## src/rtl/mf3_pkg.sv

```systemverilog
package mf3_pkg;

  // Line store depth: widest row the block can filter
  localparam int MAX_WIDTH  = 1024;
  localparam int WIDTH_CAP  = (MAX_WIDTH < 1024) ? MAX_WIDTH : 1024;
  localparam int ADDR_W     = $clog2(WIDTH_CAP);
  localparam int HEIGHT_CAP = 1024;

  localparam int PIX_W = 8;
  localparam int POS_W = 10;
  localparam int DIM_W = 11;

  localparam logic [DIM_W-1:0] DIM_MIN        = DIM_W'(3);
  localparam logic [DIM_W-1:0] WIDTH_MAX      = DIM_W'(WIDTH_CAP);
  localparam logic [DIM_W-1:0] HEIGHT_MAX     = DIM_W'(HEIGHT_CAP);
  localparam logic [DIM_W-1:0] WIDTH_RST      = DIM_W'(640);
  localparam logic [DIM_W-1:0] HEIGHT_RST     = DIM_W'(480);

  // Configuration register indexes
  typedef enum logic [0:0] {
    CFG_ROW_PIXELS = 1'b0,
    CFG_FRAME_ROWS = 1'b1
  } cfg_reg_e;

  // Position and tagging of one pixel beat
  typedef struct packed {
    logic             emit;
    logic [POS_W-1:0] row;
    logic [POS_W-1:0] col;
    logic             done;
  } meta_t;

  // One entry of the line store: pixels of rows r-2 and r-1
  typedef struct packed {
    logic [PIX_W-1:0] upper;
    logic [PIX_W-1:0] middle;
  } lb_word_t;

  // One window column, top to bottom
  typedef struct packed {
    logic [PIX_W-1:0] top;
    logic [PIX_W-1:0] mid;
    logic [PIX_W-1:0] px;
  } col_t;

  // Three values in ascending order
  typedef struct packed {
    logic [PIX_W-1:0] lo;
    logic [PIX_W-1:0] md;
    logic [PIX_W-1:0] hi;
  } trio_t;

  function automatic logic [PIX_W-1:0] min2(input logic [PIX_W-1:0] a,
                                            input logic [PIX_W-1:0] b);
    return (a < b) ? a : b;
  endfunction

  function automatic logic [PIX_W-1:0] max2(input logic [PIX_W-1:0] a,
                                            input logic [PIX_W-1:0] b);
    return (a < b) ? b : a;
  endfunction

  function automatic trio_t sort3(input logic [PIX_W-1:0] a,
                                  input logic [PIX_W-1:0] b,
                                  input logic [PIX_W-1:0] c);
    trio_t t;
    logic [PIX_W-1:0] lo_ab;
    logic [PIX_W-1:0] hi_ab;
    lo_ab = min2(a, b);
    hi_ab = max2(a, b);
    t.hi  = max2(hi_ab, c);
    t.lo  = min2(lo_ab, c);
    t.md  = max2(lo_ab, min2(hi_ab, c));
    return t;
  endfunction

  function automatic logic [PIX_W-1:0] med3(input logic [PIX_W-1:0] a,
                                            input logic [PIX_W-1:0] b,
                                            input logic [PIX_W-1:0] c);
    return max2(min2(a, b), min2(max2(a, b), c));
  endfunction

endpackage

```

## src/rtl/mf3_median.sv

```systemverilog
module mf3_median (
  input  logic                         clk_i,
  input  logic                         rst_ni,
  input  logic                         in_valid_i,
  output logic                         in_stall_o,
  input  mf3_pkg::col_t                in_col_i,
  input  mf3_pkg::meta_t               in_meta_i,
  output logic                         out_valid_o,
  input  logic                         out_stall_i,
  output logic [mf3_pkg::PIX_W-1:0]    median_o,
  output logic [mf3_pkg::POS_W-1:0]    center_row_o,
  output logic [mf3_pkg::POS_W-1:0]    center_col_o,
  output logic                         frame_done_o
);
  import mf3_pkg::*;

  logic [PIX_W-1:0] win_q [9];
  logic [PIX_W-1:0] win_d [9];
  logic             s2_v_q;
  meta_t            s2_meta_q;
  logic             s3_v_q;
  meta_t            s3_meta_q;
  trio_t            s3_col_q [3];
  logic             s4_v_q;
  meta_t            s4_meta_q;
  logic [PIX_W-1:0] s4_lo_q;
  logic [PIX_W-1:0] s4_md_q;
  logic [PIX_W-1:0] s4_hi_q;
  logic             out_v_q;
  meta_t            out_meta_q;
  logic [PIX_W-1:0] out_med_q;
  logic             out_free;
  logic             s4_free;
  logic             s3_free;
  logic             s2_free;

  // Stage moves when it is empty or its content moves on
  assign out_free   = !out_v_q || !out_stall_i;
  assign s4_free    = !s4_v_q || out_free;
  assign s3_free    = !s3_v_q || s4_free;
  assign s2_free    = !s2_v_q || s3_free;
  assign in_stall_o = !s2_free;

  // Shift the window one column left and append the new column
  always_comb begin
    for (int i = 0; i < 6; i++) begin
      win_d[i] = win_q[i+3];
    end
    win_d[6] = in_col_i.top;
    win_d[7] = in_col_i.mid;
    win_d[8] = in_col_i.px;
  end

  always_ff @(posedge clk_i or negedge rst_ni) begin
    if (!rst_ni) begin
      for (int i = 0; i < 9; i++) begin
        win_q[i] <= '0;
      end
    end else if (in_valid_i && s2_free) begin
      win_q <= win_d;
    end
  end

  // Advance valid bits
  always_ff @(posedge clk_i or negedge rst_ni) begin
    if (!rst_ni) begin
      s2_v_q  <= 1'b0;
      s3_v_q  <= 1'b0;
      s4_v_q  <= 1'b0;
      out_v_q <= 1'b0;
    end else begin
      if (s2_free) begin
        s2_v_q <= in_valid_i;
      end
      // Drop border beats once they have updated the window
      if (s3_free) begin
        s3_v_q <= s2_v_q && s2_meta_q.emit;
      end
      if (s4_free) begin
        s4_v_q <= s3_v_q;
      end
      if (out_free) begin
        out_v_q <= s4_v_q;
      end
    end
  end

  // Sorting network: sort columns, then reduce to the median of three
  always_ff @(posedge clk_i) begin
    if (in_valid_i && s2_free) begin
      s2_meta_q <= in_meta_i;
    end
    if (s2_v_q && s3_free) begin
      s3_meta_q <= s2_meta_q;
      for (int k = 0; k < 3; k++) begin
        s3_col_q[k] <= sort3(win_q[3*k], win_q[3*k+1], win_q[3*k+2]);
      end
    end
    if (s3_v_q && s4_free) begin
      s4_meta_q <= s3_meta_q;
      s4_lo_q   <= max2(max2(s3_col_q[0].lo, s3_col_q[1].lo), s3_col_q[2].lo);
      s4_md_q   <= med3(s3_col_q[0].md, s3_col_q[1].md, s3_col_q[2].md);
      s4_hi_q   <= min2(min2(s3_col_q[0].hi, s3_col_q[1].hi), s3_col_q[2].hi);
    end
    if (s4_v_q && out_free) begin
      out_meta_q <= s4_meta_q;
      out_med_q  <= med3(s4_lo_q, s4_md_q, s4_hi_q);
    end
  end

  assign out_valid_o  = out_v_q;
  assign median_o     = out_med_q;
  assign center_row_o = out_meta_q.row;
  assign center_col_o = out_meta_q.col;
  assign frame_done_o = out_meta_q.done;

endmodule

```

## config.mk

```make
export PLATFORM = sky130hd
export DESIGN_NAME = mf3_median
export DESIGN_NICKNAME = d
export VERILOG_FILES = /design/src/rtl/mf3_pkg.sv /design/src/rtl/mf3_median.sv
export SDC_FILE = /design/constraint.sdc
export NUM_CORES = 1
export LEC_CHECK = 0
export ABC_AREA = 0
export ABC_CLOCK_PERIOD_IN_PS = 9600
export BUFFER_PORTS_ARGS = -buffer_cell sky130_fd_sc_hd__buf_2
export CAP_MARGIN = 0
export CORE_MARGIN = 3
export CORE_UTILIZATION = 50
export DETAILED_ROUTE_END_ITERATION = 8
export PLACE_DENSITY = 0.67
export SLEW_MARGIN = 20
export SYNTH_ARGS = -nofsm -noshare
export SYNTH_HDL_FRONTEND = slang
export SYNTH_SLANG_ARGS = --single-unit
```

## constraint.sdc

```tcl
create_clock -name clk_i -period 9.6 [get_ports clk_i]
set_input_delay 1.44 -clock clk_i [delete_from_list [all_inputs] [get_ports clk_i]]
set_output_delay 1.44 -clock clk_i [all_outputs]
set_load 0.01 [all_outputs]
```

==> results of run 1 <==
## worst max-delay path by stage
stage,slack (ns),endpoint
2_1_floorplan,4.33,s3_col_q[0][32]$_DFFE_PP_
3_3_place_gp,3.80,s4_md_q[0]$_DFFE_PP_
5_1_grt,3.18,s3_col_q[0][8]$_DFFE_PP_
6_report,3.43,s3_col_q[0][8]$_DFFE_PP_
3_5_place_dp,3.63,s3_col_q[0][8]$_DFFE_PP_
4_1_cts,3.58,s3_col_q[0][8]$_DFFE_PP_
## placed cells by master, fill, tap and decap left out, types with 4 or more instances in the layout
master                      instances
sky130_fd_sc_hd__clkbuf_1           4
sky130_fd_sc_hd__nor2_1            24
sky130_fd_sc_hd__or3_1             10
sky130_fd_sc_hd__nor3_1            17
sky130_fd_sc_hd__o21ai_0          116
sky130_fd_sc_hd__nand4_1           17
sky130_fd_sc_hd__buf_4              7
sky130_fd_sc_hd__clkbuf_8           4
sky130_fd_sc_hd__nor3b_1            4
sky130_fd_sc_hd__a211oi_1          13
sky130_fd_sc_hd__nand2b_1          21
sky130_fd_sc_hd__clkbuf_16         30
sky130_fd_sc_hd__and2_1             6
sky130_fd_sc_hd__inv_1            142
sky130_fd_sc_hd__a21oi_1           51
sky130_fd_sc_hd__clkinv_2           6
sky130_fd_sc_hd__dfrtp_1           76
sky130_fd_sc_hd__o211ai_1          14
sky130_fd_sc_hd__buf_2             79
sky130_fd_sc_hd__nand2_1          102
sky130_fd_sc_hd__ha_1             154
sky130_fd_sc_hd__mux2i_1          100
sky130_fd_sc_hd__a21o_1            28
sky130_fd_sc_hd__o21a_1             5
sky130_fd_sc_hd__mux2_2           101
sky130_fd_sc_hd__o22ai_1            7
sky130_fd_sc_hd__or2_2              5
sky130_fd_sc_hd__nor2b_1            8
sky130_fd_sc_hd__edfxtp_1         189
sky130_fd_sc_hd__nand3_1            8
## worst max-delay path: stages (launching register included)
cell and delay (ns):
sky130_fd_sc_hd__dfrtp_1 0.37, sky130_fd_sc_hd__inv_1 0.06, sky130_fd_sc_hd__ha_1 0.30, sky130_fd_sc_hd__a21o_1 0.18
sky130_fd_sc_hd__a31oi_1 0.24, sky130_fd_sc_hd__o211ai_2 0.15, sky130_fd_sc_hd__a21oi_4 0.50, sky130_fd_sc_hd__mux2_2 0.43
sky130_fd_sc_hd__ha_1 0.30, sky130_fd_sc_hd__a21o_1 0.16, sky130_fd_sc_hd__a21o_1 0.18, sky130_fd_sc_hd__a21oi_1 0.21
sky130_fd_sc_hd__a21boi_0 0.51, sky130_fd_sc_hd__o21ai_2 0.41, sky130_fd_sc_hd__mux2i_1 0.40, sky130_fd_sc_hd__ha_1 0.31
sky130_fd_sc_hd__a21oi_1 0.16, sky130_fd_sc_hd__nor2b_1 0.07, sky130_fd_sc_hd__o21ai_0 0.16, sky130_fd_sc_hd__nand2b_1 0.07
sky130_fd_sc_hd__a21oi_1 0.18, sky130_fd_sc_hd__o21ai_2 0.19, sky130_fd_sc_hd__mux2_2 0.35
## routing by layer
layer  vias up  track usage (%)
li1       5015                -
met1      4917             28.9
met2       179             35.6
met4         0             4.17
met5         -                0
met3        46             2.68
## kinds of logic after synthesis
group,synth area share (%)
AOI/OAI and AO/OA,12.0
adders and majority gates,12.5
buffers and inverters,4.70
DFF,49.3
muxes,14.1
and+or+nand+nor,7.36
## report_power, final
group,leakage (nW),switching (mW),internal [mW]
logic,4.23,2.06,1.55
registers,2.76,0.207,1.67
clock network,0.496,0.453,0.685
## layout make-up
class,count,area (µm²)
repair buffers,86,448
multi-input cells,872,7090
flip-flops and latches,265,7580
clock inverters,14,171
inverters,143,537
clock buffers,38,821
well taps,390,488
fillers,2511,12800
## registers in the layout, indices dropped and copies added (netlist names), 8 cells and up
| name | cells |
|---|---|
| s4_md_q | 8 |
| median_o | 8 |
| win_q | 24 |
| s3_col_q | 72 |
| s4_hi_q | 8 |
| s4_lo_q | 8 |
| win_d | 48 |
| center_row_o | 10 |
| s3_meta_q | 21 |
| s4_meta_q | 21 |
| s2_meta_q | 22 |
| center_col_o | 10 |
## Yosys cell counts, types with 10 or more instances
master	instances
sky130_fd_sc_hd__nor3_1	17
sky130_fd_sc_hd__nor2_1	24
sky130_fd_sc_hd__a21o_1	28
sky130_fd_sc_hd__o211ai_1	14
sky130_fd_sc_hd__nand2b_1	21
sky130_fd_sc_hd__ha_1	154
sky130_fd_sc_hd__mux2_2	101
sky130_fd_sc_hd__nand2_1	103
sky130_fd_sc_hd__a211oi_1	13
sky130_fd_sc_hd__edfxtp_1	189
sky130_fd_sc_hd__mux2i_1	100
sky130_fd_sc_hd__a21oi_1	51
sky130_fd_sc_hd__or3_1	10
sky130_fd_sc_hd__o21ai_0	116
sky130_fd_sc_hd__inv_1	143
sky130_fd_sc_hd__clkbuf_1	22
sky130_fd_sc_hd__dfrtp_1	76
sky130_fd_sc_hd__nand4_1	17
## metrics by stage
step | utilization (%) | hold slack, ns | cell area [µm²] | power [mW]
floorplan | - | 0.400 | 15400 | 4.68
global placement | 53.9 | 0.401 | 16100 | 5.40
detailed placement | 53.9 | 0.405 | 16100 | 5.49
CTS | 57.2 | 0.418 | 17100 | 6.65
finish | 57.2 | 0.414 | 17100 | 6.63
global route | 57.2 | 0.422 | 17100 | 7.20
==> impl_metrics.yaml, run 1 <==
critical_path:
  crit_required_ns: 9.87
  critPathLaunchType: "flip-flop"
  critPathLaunch: "win_q[58]$_DFFE_PN0P_"
  cp_data_arrival_time_ns: 6.44
  reg2reg_from: "win_q[58]$_DFFE_PN0P_"
  timing.critical_path.to_type: "flip-flop"
  regToRegSetupSlack_ns: 3.43
  r2r-end: "s3_col_q[0][8]$_DFFE_PP_"
  setup.worst_path.class: "reg2reg"
  rr_worst_depth: 22
  critPathMaxFanout: 23
clocking:
  cts-root-to-sink-buffers: 3
  path_clk_slew_ns: 0.06
  cts_hold_repair.buffers: 0
  clock_latency_ns: 0.56
  numCtsBuffers: 28
  clock_sink_count: 265
  post_cts_setup_buffers: 0
  cts_resized: 0
  tritoncts: "done"
  htreeDepth: 1
  root_buffer: "sky130_fd_sc_hd__clkbuf_16"
grt:
  overflow: 0
  global_route_wire_length_before_repair_um: 54900
  grt_start_max_net_pins: 89
  grt_pass1_vias: 10100
  antenna_found_initial: 0
  track_usage_pct: 20.9
timing:
  setup_viol: 0
  clock-skew-final_ns: 0.0305
  finalHoldViolCount: 0
  final_min_period_over_clock_period_pct: 64.3
  tightestPinTransition_ns: 0.985
  grt_setup_unrepaired: "no"
  setup-tns-final_ns: 0
  timing_max_transition_violations_final: 0
  final.setup.worst_slack_ns: 3.43
  timing.slew.headroom_pct: 34.3
  timing.final.crit_period_ns: 6.17
  achievable-frequency_ghz: 0.162
detailed_routing:
  vias_per_cell: 5.62
  drt_drc_violations_left: 0
  highest-signal-layer: "met4"
  vias: 10200
  routed-wl-met3_um: 1190
  first_pass_iters: 4
  drc_violation_total_after_the_first_tritonroute_iteration: 599
  drt-total-wl_um: 34400
  wl_met2_um: 16700
  avgRoutedWirePerCell_um: 19.0
  wl_met1_um: 15900
  drtAntennaViolNets: 0
yosys:
  yosys_register_bits: 265
  synth_area_leader_cell: "sky130_fd_sc_hd__edfxtp_1"
  mappedNetlistArea_um2: 15400
  synth.lib_cells_used.distinct: 61
  synth_enable_flop_cells: 189
  yosysWarnings: 0
  synth.top_cell.area_share_pct: 36.9
  postSynthCellCount: 1320
  postSynthNetCount: 1524
  synth-seq-area-share_pct: 49.3
  synth_area_leaders: "sky130_fd_sc_hd__edfxtp_1, sky130_fd_sc_hd__ha_1, sky130_fd_sc_hd__dfrtp_1"
  syn_avg_cell_area_um2: 11.6
  ys_dominant_reg_cell: "sky130_fd_sc_hd__edfxtp_1"
  synth_async_sr_flop_share_pct: 28.7
min_path:
  whs_path_depth: 0
  worst_hold_path.endpoint: "center_col_o[9]$_DFFE_PP_"
  hold_path.class: "reg2reg"
  holdCritStartpoint: "s4_meta_q[10]$_DFFE_PP_"
power_and_ir_drop:
  vdd_drop_max_uv: 242
  power_density_nw_per_um2: 387
  cellLeakagePower_nw: 7.49
placed_design:
  port-buffer-count: 80
  dp_slack_ns: 3.63
  placed_cells: 1756
  post-dp-hpwl_um: 26300
  gp_congestion: 0.902
status:
  status: "complete, no violations"
layout:
  fraction_of_final_layout_cells_with_drive_strength_greater_than_1_pct: 19.0
  area_delta_synth_final_pct: 11.4
  num_antenna_cells: 0
  stdcell_count: 1808
  fin_nets: 1600
die:
  initial_utilization_pct: 51.3
  die_outline_height_um: 181
  die_area_um2: 32900
  num_rows: 63
  num_io_pins: 81
  die_w_um: 181
  core_area_um2: 30000
job:
  maxCapViolCount: 0
No activity file was read; power rests on OpenSTA's default activity.
==> run 2: changes to the inputs <==
ABC_AREA = 1   (was 0)
ABC_CLOCK_PERIOD_IN_PS = 5300   (was 9600)
PLACE_DENSITY = 0.7   (was 0.67)
clock period = 5.3 ns   (was 9.6 ns; I/O delays follow)
==> impl_metrics.yaml, run 2 <==
placed_design:
  post-dp-hpwl_um: 27400
  dpl-instance-area_um2: 15900
  dp_slack_ns: 0.484
  gp_congestion: 0.909
  port-buffer-count: 80
yosys:
  postSynthCellCount: 1694
  dominant_combinational_cell_family_by_area_after_synthesis: "simple AND/OR/NAND/NOR gates"
  synth-seq-area-share_pct: 50.2
  mappedNetlistArea_um2: 15100
  synth_enable_flop_cells: 189
  synthAdderAreaFrac_pct: 12.8
  post_synth_and_or_nand_nor_area_fraction_pct: 17.9
  yosys.cell_count.top_type: "sky130_fd_sc_hd__nand2_1"
  yosys_register_bits: 265
  synth.area.mux_share_pct: 0
  synth_area_leaders: "sky130_fd_sc_hd__edfxtp_1, sky130_fd_sc_hd__ha_1, sky130_fd_sc_hd__dfrtp_1"
  yosysWarnings: 0
  synth_async_sr_flop_share_pct: 28.7
  postSynthNetCount: 1898
  synth-compound-area-share_pct: 12.0
  synth.top_cell.area_share_pct: 37.6
  synth.lib_cells_used.distinct: 27
  synth_area_leader_cell: "sky130_fd_sc_hd__edfxtp_1"
  ys_dominant_reg_cell: "sky130_fd_sc_hd__edfxtp_1"
  synthXorXnorAreaFrac_pct: 0
  synth.top_cells.by_count: "sky130_fd_sc_hd__nand2_1, sky130_fd_sc_hd__inv_1, sky130_fd_sc_hd__o21ai_0, sky130_fd_sc_hd__edfxtp_1, sky130_fd_sc_hd__ha_1"
  syn_avg_cell_area_um2: 8.91
critical_path:
  crit_required_ns: 5.57
  regToRegSetupSlack_ns: 0.52
  setup.worst_path.class: "reg2reg"
  critPathMaxFanout: 31
  critPathLaunchType: "flip-flop"
  rr_worst_depth: 27
  timing.critical_path.to_type: "flip-flop"
  r2r-end: "s3_col_q[0][62]$_DFFE_PP_"
  reg2reg_from: "win_d[35]$_DFFE_PN0P_"
  cp_data_arrival_time_ns: 5.05
detailed_routing:
  vias: 11600
  drt-total-wl_um: 35800
  drtAntennaViolNets: 0
  first_pass_iters: 5
  vias_per_cell: 5.32
  drc_violation_total_after_the_first_tritonroute_iteration: 1142
  avgRoutedWirePerCell_um: 16.4
  drt_drc_violations_left: 0
grt:
  grt_start_max_net_pins: 77
  antenna_found_initial: 0
  grt_pass1_vias: 11000
  overflow: 0
  global_route_wire_length_before_repair_um: 57400
  track_usage_pct: 21.8
die:
  num_io_pins: 81
  initial_utilization_pct: 51.6
  die_w_um: 180
  die_area_um2: 32300
  die_outline_height_um: 180
  num_rows: 62
  core_area_um2: 29200
layout:
  layout_commonest_cell: "sky130_fd_sc_hd__nand2_1"
  multi_input_comb_area_um2: 6460
  fraction_of_final_layout_cells_with_drive_strength_greater_than_1_pct: 9.70
  flip_flop_count_of_the_largest_register_after_layout: 72
  regArea_um2: 7580
  mostFrequentLayoutCells: "sky130_fd_sc_hd__nand2_1, sky130_fd_sc_hd__inv_1, sky130_fd_sc_hd__o21ai_0, sky130_fd_sc_hd__edfxtp_1, sky130_fd_sc_hd__ha_1"
  fin_nets: 1977
  area_delta_synth_final_pct: 11.9
  fin_area_um2: 16900
  num_antenna_cells: 0
  largest_register: "s3_col_q"
  layout.filler_cells: 2586
clocking:
  clock_sink_count: 265
  tritoncts: "done"
  cts_hold_repair.buffers: 0
  numCtsBuffers: 27
  htreeDepth: 1
  post_cts_setup_buffers: 0
  cts-root-to-sink-buffers: 3
  root_buffer: "sky130_fd_sc_hd__clkbuf_16"
  clock_latency_ns: 0.53
  path_clk_slew_ns: 0.06
timing:
  final_min_period_over_clock_period_pct: 90.1
  timing.final.crit_period_ns: 4.78
  setup_viol: 0
  tightestPinTransition_ns: 1.12
  clock-skew-final_ns: 0.0116
  grt_setup_unrepaired: "no"
  timing_max_transition_violations_final: 0
  timing.slew.headroom_pct: 24.4
  setup-tns-final_ns: 0
  achievable-frequency_ghz: 0.209
  final.setup.worst_slack_ns: 0.523
  finalHoldViolCount: 0
min_path:
  hold_path.class: "in2async"
status:
  status: "complete, no violations"
job:
  maxCapViolCount: 0
run 2: cell count changes in the layout (fill, tap and decap cells not counted), moves of 28 or more:
cell | previous run | this run
sky130_fd_sc_hd__a21o_1 | 28 | 0
sky130_fd_sc_hd__a21oi_1 | 51 | 93
sky130_fd_sc_hd__inv_1 | 142 | 227
sky130_fd_sc_hd__mux2_2 | 101 | 0
sky130_fd_sc_hd__mux2i_1 | 100 | 0
sky130_fd_sc_hd__nand2_1 | 102 | 475
sky130_fd_sc_hd__nand3_1 | 8 | 69
sky130_fd_sc_hd__nor2_1 | 24 | 78
sky130_fd_sc_hd__o21ai_0 | 116 | 200
run 2: final cells by class:
cell class                      count  area share (%)
Multi-Input combinational cell   1153            38.3
Inverter                          229            5.09
Tap cell                          384            2.85
Clock buffer                       30            4.07
Timing Repair Buffer               97            3.14
Sequential cell                   265            44.9
Clock inverter                     19            1.70
run 2: how the worst max path moves through the flow:
| stage | from | endpoint | slack (ns) |
|---|---|---|---|
| finish | win_d[35]$_DFFE_PN0P_ | s3_col_q[0][62]$_DFFE_PP_ | 0.52 |
| global route | s3_col_q[0][15]$_DFFE_PP_ | s4_md_q[7]$_DFFE_PP_ | 0.07 |
| CTS | win_q[59]$_DFFE_PN0P_ | s3_col_q[0][12]$_DFFE_PP_ | 0.48 |
| detailed placement | win_q[59]$_DFFE_PN0P_ | s3_col_q[0][14]$_DFFE_PP_ | 0.48 |
| global placement | win_q[69]$_DFFE_PN0P_ | s3_col_q[0][9]$_DFFE_PP_ | 0.68 |
| floorplan | s4_lo_q[7]$_DFFE_PP_ | median_o[0]$_DFFE_PP_ | 0.83 |
run 2: kinds of logic (layout without fill, tap and decap cells):
kind of cell	Yosys count	count (layout)
flops	265	265
compound gates	340	340
simple gates	659	659
fa+ha+maj	154	154
buf+inv	276	375
run 2: metal layers:
layer	routed length, µm	up-vias	global-route usage [%]	share of wire (%)
li1	-	5809	-	-
met1	16200	5377	30.7	45
met4	1350	0	7.86	3.8
met3	1850	62	2.34	5.2
met5	0	-	0	0
met2	16400	344	35.3	46
run 2: stage by stage:
stage               hold WS (ns)  cells  utilization (%)
floorplan                  0.400   1694                -
global placement           0.401   2128             54.4
detailed placement         0.405   2128             54.4
CTS                        0.416   2177             57.7
global route               0.415   2177             57.7
finish                     0.400   2177             57.7
run 2: worst max-delay path, cell delays in order, from the launching register on:
cell and delay, ns:
sky130_fd_sc_hd__dfrtp_1 0.37, sky130_fd_sc_hd__inv_1 0.07, sky130_fd_sc_hd__ha_1 0.30, sky130_fd_sc_hd__nand2_1 0.07, sky130_fd_sc_hd__inv_1 0.05, sky130_fd_sc_hd__nand2_1 0.07
sky130_fd_sc_hd__nand2_1 0.10, sky130_fd_sc_hd__nand2_2 0.09, sky130_fd_sc_hd__nand2_2 0.27, sky130_fd_sc_hd__o21ai_0 0.70, sky130_fd_sc_hd__ha_1 0.36, sky130_fd_sc_hd__nand2_1 0.07
sky130_fd_sc_hd__nand2_1 0.04, sky130_fd_sc_hd__nand2_1 0.05, sky130_fd_sc_hd__nand2_1 0.05, sky130_fd_sc_hd__nand2_1 0.08, sky130_fd_sc_hd__nand2_1 0.23, sky130_fd_sc_hd__buf_4 0.28
sky130_fd_sc_hd__o21ai_0 0.33, sky130_fd_sc_hd__ha_1 0.31, sky130_fd_sc_hd__nand2_1 0.07, sky130_fd_sc_hd__nand2_1 0.06, sky130_fd_sc_hd__nand2_1 0.07, sky130_fd_sc_hd__nand2_2 0.06
sky130_fd_sc_hd__nand2_4 0.11, sky130_fd_sc_hd__nand2_4 0.08, sky130_fd_sc_hd__nand2_1 0.07, sky130_fd_sc_hd__nand2_1 0.08
run 2: what timing repair did:
item                                   CTS  global route
setup endpoints to repair                0             8
endpoints found under the hold margin    0             0
gates resized for setup                  0             3
Power of run 2 is not shown: default switching activity piles up to over one toggle a cycle in this logic, so the estimate is an artifact.
